## src/rtl/urm_pkg.sv

```systemverilog
// Shared types and constants for the UART register model.
package urm_pkg;

    // Transaction kinds.
    localparam logic [1:0] KIND_READ  = 2'd0;
    localparam logic [1:0] KIND_WRITE = 2'd1;
    localparam logic [1:0] KIND_TICK  = 2'd2;

    // Register offsets.
    localparam logic [3:0] REG_SR   = 4'd0;
    localparam logic [3:0] REG_DR   = 4'd1;
    localparam logic [3:0] REG_BRR1 = 4'd2;
    localparam logic [3:0] REG_BRR2 = 4'd3;
    localparam logic [3:0] REG_CR1  = 4'd4;
    localparam logic [3:0] REG_CR2  = 4'd5;

    // SR flag bits.
    localparam int SR_TXE  = 7;
    localparam int SR_TC   = 6;
    localparam int SR_RXNE = 5;
    localparam int SR_IDLE = 4;
    localparam int SR_OR   = 3;
    localparam logic [7:0] SR_ERR_MASK = 8'h1F;
    localparam logic [7:0] SR_RESET    = 8'hC0;

    // CR1 and CR2 control bits.
    localparam int CR1_DISABLE = 5;
    localparam int CR2_TXE_IE  = 7;
    localparam int CR2_TC_IE   = 6;
    localparam int CR2_RXNE_IE = 5;
    localparam int CR2_TX_EN   = 3;
    localparam int CR2_RX_EN   = 2;

    localparam logic [23:0] PRESCALE_MAX = 24'hFF_FFFF;
    localparam logic [3:0]  BIT_MAX      = 4'd15;

    typedef struct packed {
        logic [1:0] kind;
        logic [3:0] reg_index;
        logic [7:0] write_value;
        logic [7:0] tick_cycles;
        logic       rx_ready;
        logic [7:0] rx_byte;
    } t_item;

    typedef struct packed {
        logic [7:0] read_data;
        logic       tx_valid;
        logic [7:0] tx_byte;
        logic       irq_tx_empty;
        logic       irq_tx_complete;
        logic       irq_receive;
    } t_result;

    typedef struct packed {
        logic [7:0]  rx_data_hold;
        logic [7:0]  rx_pending_byte;
        logic [7:0]  tx_hold_byte;
        logic [7:0]  tx_shift_byte;
        logic        tx_hold_full;
        logic        tx_busy;
        logic        rx_busy;
        logic        status_was_read;
        logic [23:0] prescale_count;
        logic [3:0]  tx_bit_count;
        logic [3:0]  rx_bit_count;
    } t_ctrl;

endpackage

```

## src/rtl/urm_step.sv

```systemverilog
// Next-state and result logic for one bus read, bus write or tick.
module urm_step import urm_pkg::*; #(
    parameter int FRAME_BITS = 10,
    parameter int NUM_REGS   = 12
) (
    input  t_item      i_item,
    input  t_ctrl      i_ctrl,
    input  logic [7:0] i_regs [NUM_REGS],
    output t_ctrl      o_ctrl,
    output logic [7:0] o_regs [NUM_REGS],
    output t_result    o_result
);

    localparam int         IDX_W     = $clog2(NUM_REGS);
    localparam logic [4:0] REG_LIMIT = 5'(NUM_REGS);
    localparam logic [3:0] FRAME_CNT = 4'(FRAME_BITS);

    logic [IDX_W-1:0] idx;
    logic             idx_ok;
    logic [15:0]      divisor;
    logic [24:0]      p_sum;
    logic [23:0]      p_sat;
    logic             tx_en;
    logic             rx_en;

    assign idx     = i_item.reg_index[IDX_W-1:0];
    assign idx_ok  = {1'b0, i_item.reg_index} < REG_LIMIT;
    assign divisor = {i_regs[REG_BRR2][7:4], i_regs[REG_BRR1], i_regs[REG_BRR2][3:0]};
    assign p_sum   = {1'b0, i_ctrl.prescale_count} + 25'(i_item.tick_cycles);
    assign p_sat   = p_sum[24] ? PRESCALE_MAX : p_sum[23:0];
    assign tx_en   = i_regs[REG_CR2][CR2_TX_EN];
    assign rx_en   = i_regs[REG_CR2][CR2_RX_EN];

    always_comb begin
        o_ctrl   = i_ctrl;
        o_regs   = i_regs;
        o_result = '0;

        case (i_item.kind)
            KIND_READ: begin
                if (i_item.reg_index == REG_DR) begin
                    if (i_ctrl.status_was_read) begin
                        o_regs[REG_SR] = o_regs[REG_SR] & ~SR_ERR_MASK;
                    end
                    o_regs[REG_SR][SR_RXNE] = 1'b0;
                    o_result.read_data      = i_ctrl.rx_data_hold;
                end else begin
                    o_ctrl.status_was_read = (i_item.reg_index == REG_SR);
                    if (idx_ok) begin
                        o_result.read_data = i_regs[idx];
                    end
                end
            end
            KIND_WRITE: begin
                if (idx_ok) begin
                    if (i_item.reg_index == REG_SR) begin
                        // TC can only be cleared, by writing zero to it
                        if (!i_item.write_value[SR_TC]) begin
                            o_regs[REG_SR][SR_TC] = 1'b0;
                        end
                    end else begin
                        o_regs[idx] = i_item.write_value;
                        case (i_item.reg_index)
                            REG_BRR1, REG_BRR2: begin
                                o_ctrl.prescale_count = '0;
                            end
                            REG_CR1, REG_CR2: begin
                                o_ctrl.tx_bit_count = '0;
                                o_ctrl.rx_bit_count = '0;
                                o_ctrl.rx_busy      = 1'b0;
                                o_ctrl.tx_hold_full = 1'b0;
                            end
                            REG_DR: begin
                                o_ctrl.tx_hold_byte    = i_item.write_value;
                                o_ctrl.tx_hold_full    = 1'b1;
                                o_regs[REG_SR][SR_TXE] = 1'b0;
                                if (i_ctrl.status_was_read) begin
                                    o_regs[REG_SR][SR_TC] = 1'b0;
                                end
                                if (!i_ctrl.tx_busy && tx_en) begin
                                    o_ctrl.tx_shift_byte   = i_item.write_value;
                                    o_ctrl.tx_hold_full    = 1'b0;
                                    o_ctrl.tx_busy         = 1'b1;
                                    o_ctrl.tx_bit_count    = '0;
                                    o_regs[REG_SR][SR_TXE] = 1'b1;
                                end
                            end
                            default: begin
                            end
                        endcase
                    end
                end
                o_ctrl.status_was_read = 1'b0;
            end
            KIND_TICK: begin
                if (!i_regs[REG_CR1][CR1_DISABLE]) begin
                    if (p_sat < 24'(divisor)) begin
                        o_ctrl.prescale_count = p_sat;
                    end else begin
                        o_ctrl.prescale_count = p_sat - 24'(divisor);
                        if (tx_en && o_ctrl.tx_bit_count < BIT_MAX) begin
                            o_ctrl.tx_bit_count = o_ctrl.tx_bit_count + 4'd1;
                        end
                        if (rx_en && o_ctrl.rx_bit_count < BIT_MAX) begin
                            o_ctrl.rx_bit_count = o_ctrl.rx_bit_count + 4'd1;
                        end

                        // finish the transmit frame, then load the next held byte
                        if (o_ctrl.tx_busy && o_ctrl.tx_bit_count >= FRAME_CNT) begin
                            o_ctrl.tx_busy      = 1'b0;
                            o_result.tx_valid   = 1'b1;
                            o_result.tx_byte    = o_ctrl.tx_shift_byte;
                            o_ctrl.tx_bit_count = o_ctrl.tx_bit_count - FRAME_CNT;
                            if (o_ctrl.tx_hold_full) begin
                                if (tx_en) begin
                                    o_ctrl.tx_shift_byte   = o_ctrl.tx_hold_byte;
                                    o_ctrl.tx_hold_full    = 1'b0;
                                    o_ctrl.tx_busy         = 1'b1;
                                    o_ctrl.tx_bit_count    = '0;
                                    o_regs[REG_SR][SR_TXE] = 1'b1;
                                end
                            end else begin
                                o_regs[REG_SR][SR_TXE] = 1'b1;
                                o_regs[REG_SR][SR_TC]  = 1'b1;
                            end
                        end

                        // start reception or flag an idle line
                        if (rx_en && !o_ctrl.rx_busy) begin
                            if (i_item.rx_ready) begin
                                o_ctrl.rx_busy         = 1'b1;
                                o_ctrl.rx_bit_count    = '0;
                                o_ctrl.rx_pending_byte = i_item.rx_byte;
                            end else begin
                                o_regs[REG_SR][SR_IDLE] = 1'b1;
                            end
                        end

                        if (o_ctrl.rx_busy && o_ctrl.rx_bit_count >= FRAME_CNT) begin
                            o_ctrl.rx_data_hold = o_ctrl.rx_pending_byte;
                            o_regs[REG_DR]      = o_ctrl.rx_pending_byte;
                            if (o_regs[REG_SR][SR_RXNE]) begin
                                o_regs[REG_SR][SR_OR] = 1'b1;
                            end
                            o_regs[REG_SR][SR_RXNE] = 1'b1;
                            o_ctrl.rx_busy          = 1'b0;
                            o_ctrl.rx_bit_count     = o_ctrl.rx_bit_count - FRAME_CNT;
                        end
                    end
                end
            end
            default: begin
            end
        endcase

        o_result.irq_tx_empty    = o_regs[REG_CR2][CR2_TXE_IE] & o_regs[REG_SR][SR_TXE];
        o_result.irq_tx_complete = o_regs[REG_CR2][CR2_TC_IE] & o_regs[REG_SR][SR_TC];
        o_result.irq_receive     = o_regs[REG_CR2][CR2_RXNE_IE] & o_regs[REG_SR][SR_RXNE];
    end

endmodule

```

## config.mk

```make
export PLATFORM = sky130hd
export DESIGN_NAME = urm_step
export DESIGN_NICKNAME = d
export VERILOG_FILES = /design/src/rtl/urm_pkg.sv /design/src/rtl/urm_step.sv
export SDC_FILE = /design/constraint.sdc
export NUM_CORES = 1
export LEC_CHECK = 0
export BUFFER_PORTS_ARGS = -buffer_cell sky130_fd_sc_hd__buf_2
export CORE_AREA = 2 2 149 151
export DETAILED_ROUTE_END_ITERATION = 8
export DIE_AREA = 0 0 151 153
export MAX_ROUTING_LAYER = met4
export PLACE_DENSITY_LB_ADDON = 0.12
export SLEW_MARGIN = 30
export SYNTH_ARGS = -nofsm -noshare
export SYNTH_HDL_FRONTEND = slang
export SYNTH_SLANG_ARGS = --single-unit
```

## constraint.sdc

```tcl
create_clock -name vclk -period 8.7
set_clock_uncertainty 0.2 [all_clocks]
set_input_delay 1.305 -clock vclk [all_inputs]
set_output_delay 1.305 -clock vclk [all_outputs]
set_load 0.01 [all_outputs]
```

# ---- Word-level counts from Yosys, hierarchy flattened
# Cells that the tools add are included.
dict set report word_totals {
  ff_bits 0
  inputBits 195
  wordCells 132
}
dict set report classes {
  addsub 6
  n_lt_le_gt_ge 8
  n_eq_ne 7
  n_mux 94
  bitwise_logic 4
  reduce_logical 13
}
# op n
set op_table {}
lappend op_table {{$mux 8} 14}
lappend op_table {{$bwmux 96} 1}
lappend op_table {{$mux 32} 3}
lappend op_table {{$mux 96} 1}
lappend op_table {{$mux 94} 1}
lappend op_table {{$mux 80} 1}
lappend op_table {{$mux 24} 3}
lappend op_table {{$mux 16} 4}
lappend op_table {{$mux 4} 16}
lappend op_table {{$pmux 32 s2} 1}
lappend op_table {{$mux 10} 4}
lappend op_table {{$mux 19} 2}
lappend op_table {{$mux 9} 4}
lappend op_table {{$bmux 8 s4} 1}
lappend op_table {{$demux 8 s4} 1}
lappend op_table {{$add 24x8->25} 1}
lappend op_table {{$lt 24x16->1} 1}
lappend op_table {{$sub 24x16->24} 1}
lappend op_table {{$mux 1} 22}
lappend op_table {{$mux 11} 2}
lappend op_table {{$pmux 11 s2} 1}
lappend op_table {{$pmux 8 s2} 1}
lappend op_table {{$mux 5} 3}
lappend op_table {{$pmux 5 s3} 1}
lappend op_table {{other kinds (23)} 42}

# ---- Depth between registers and ports, before layout
dict set report depth {
  ltp_word 15
  depth_mapped 21
  ltp_nobuf 18
}

# ---- Worst setup path before layout
# OpenSTA, ideal clock, no wires.
dict set report synth_path {
  path_type {in2out}
  startpoint {in i_item[9] in the netlist's numbering}
  endpoint {out o_ctrl[27] in the netlist's numbering}
  t_arrival_ns 5.941
  t_required_ns 7.195
  slack_ns 1.254
  stages 19
  path_buffers 2
  path_cell_list {ha_1 > fa_1 > a211oi_1 > o21ai_1 > o211ai_1 > or2_2 > clkbuf_1 > clkbuf_1 > nand2_1 > ha_1 > o21a_1 > o31a_1 > o21ai_0 > a2111oi_0 > o21a_1 > a2111oi_0 > o21ai_0 > xnor2_1 > o21ai_0}
}
# item line
set synth_rtl {}
lappend synth_rtl {{start: declaration} urm_step.sv:6} ;# input t_item i_item,
lappend synth_rtl {{end: declaration} urm_step.sv:9} ;# output t_ctrl o_ctrl,

==> run_results.csv <==
group,metric,value,unit
run_status,status,"finished clean",
route,drtIter0Drc,473,
setup_path,critPathLaunch,"i_item[9]",
setup_path,worstPathArrival,6440,ps
power_and_ir_drop,p_per_area,65.8,nW/um^2
global_route,grt_pass1_vias,7719,
final_layout,area_delta_synth_final,36.0,%
timing,fin_hold_ws,2720,ps
route,drtPass1Iterations,5,
route,wl,32.4,mm
final_layout,layout-drive-gt1-share,43.6,%
final_layout,seq_cells,0,
final_layout,final_nets,1430,
global_route,grt_overflow,0,
final_layout,final_common_cell,"buf_2",
final_layout,finish.utilization,37.5,%
yosys,ys_types,73,
clocking,hold_buffers,0,
final_layout,final_cell_mix,"buf_2, nand2_1, mux2_2",
route,route.detailed.drc,0,
floorplan,die_area,23100,um^2
setup_path,crit_slowest_cell,"a211oi_4",
final_layout,register_area,0,um^2
hold_path,min-delay-start,"i_regs[89]",
timing,hold_viol,0,
setup_path,critical_path_required,7190,ps
floorplan,num_rows,54,
floorplan,chipHeight,153,um
route,routedWlPerCell,21.9,um
setup_path,cp_slowest_stage_delay,530,ps
power_and_ir_drop,p_total,0.531,mW
setup_path,path_common_cell,"a211oi_1",
yosys,yosys_warnings,0,
power_and_ir_drop,ir_worst_vdd,0.0000318,V
timing,min_period_over_period,91.3,%
yosys,syn_nets,1089,
global_route,grt_max_degree,40,
route,routed-via-count,8109,
place,dp_slack,814,ps
timing,max_freq,126,MHz
route,vias_per_cell,5.47,
yosys,syn_area_per_cell,6.89,um^2
timing,period_needed,7940,ps
setup_path,critPathMaxFanout,15,
floorplan,io_pins,379,
yosys,ys_seq_area_share,0,%
timing,rsz0062_at_grt,"no",
route,ant_nets,0,
place,gp_routability_congestion,0.939,
floorplan,fp.dieW,151,um
timing,setup-tns-final,0,ps
timing,relSlewSlack,35.3,%
yosys,syn_area,5930,um^2
clocking,cts_resized,0,
final_layout,n_clock_buffer,0,
timing,finalSetupViolCount,0,
power_and_ir_drop,power_leakage,4.02,nW
timing,final_max_slew_viol_count,0,
place,port_buffers,379,
timing,postLayoutSetupSlackWorst,758,ps
setup_path,path_cells,"buf_2 -> ha_1 -> fa_1 -> a211oi_1 -> o21ai_1 -> o211ai_1 -> or2_2 -> nand2_1 -> ha_1 -> nor2b_1 -> o31ai_1 -> a211oi_1 -> o21bai_1 -> nand3_1 -> a211oi_4 -> a211oi_1 -> buf_4 -> a22o_1 -> and2_1 -> buf_2",
final_layout,multi_input_area,5500,um^2
clocking,cts_setup_buffers,0,
timing,worstMarginPinSlew,968,ps
job,cap_violations,0,
place,dpl.hpwl,26.9,mm
floorplan,core_area,21500,um^2
setup_path,start_kind,"input pin",
hold_path,hold_class,"in2out",
floorplan,start_util,27.6,%
setup_path,end_kind,"output port",
global_route,antenna_found_initial,3,
yosys,synthCells,860,
setup_path,crit_type,"in2out",
global_route,grt_pass1_wl,47.1,mm
global_route,grt_usage,27.1,%
final_layout,fillers,2442,
[through the flow]
stage / std cells / cell area (um^2)
after global placement: 1479 / 8050
after floorplan: 860 / 5930
after CTS: 1479 / 8050
final: 1482 / 8060
after detailed placement: 1479 / 8050
after global routing: 1482 / 8060
[per-layer routing]
layer	GRT usage [%]	share of wire [%]	up-vias
met5	-	0	-
met4	5.38	2.0	0
met3	1.76	6.0	33
met2	43.6	46	334
met1	37.5	46	3842
li1	-	-	3900
[final timing paths]
kind	slack [ps]	depth (start not counted)	end
setup / recovery	760	20	o_result[1]
hold / removal	2720	3	o_regs[89]
[final cells by class]
| cell class | instances | area share (%) |
|---|---|---|
| antenna | 3 | 0.0931 |
| inverter | 53 | 2.47 |
| multi-input combinational | 753 | 68.3 |
| tap | 280 | 4.35 |
| timing repair buffer | 393 | 24.8 |
[worst max-delay path: cells and delay by family]
family / cells / cell delay, ps
AOI/OAI and AO/OA: 9 / 2680
and+or+nand+nor: 5 / 1010
adders and majority gates: 3 / 980
buffers and inverters: 3 / 450
[where the power goes]
group          leakage (nW)  internal [mW]  switching [mW]    total (mW)
Combinational          4.02          0.223           0.308         0.531
Sequential                0              0               0             0
Clock             0.0000190   0.0000000462               0  0.0000000462
Total                  4.02          0.223           0.308         0.531
[cell usage after synthesis, types with 13 or more instances]
library cell  count  share of area (%)
and2_1           20                2.1
nand3_1          30                2.5
nand2_1         116                7.3
xnor2_1          13                1.9
a22o_1           16                2.4
ha_1             32                6.8
o21ai_0          74                6.2
o22ai_1          13                1.4
a21oi_1          55                4.6
nor2_1           53                3.4
inv_1            53                3.4
mux2_2           88                 17
mux2i_1          19                3.2
clkbuf_1         38                2.4
mux4_2           16                6.1
nor3_1           18                1.5
[cell families (layout without fill, tap and decap cells)]
group / Yosys count / after routing / share of synthesized area (%)
compound gates: 279 / 279 / 31.8
buf+inv: 107 / 446 / 7.22
xor+xnor: 25 / 25 / 3.69
other cells: 0 / 3 / 0
mux: 127 / 127 / 27.0
fa+ha+maj: 34 / 34 / 7.43
simple gates: 288 / 288 / 22.8
Power figures use the tool's default switching activity.
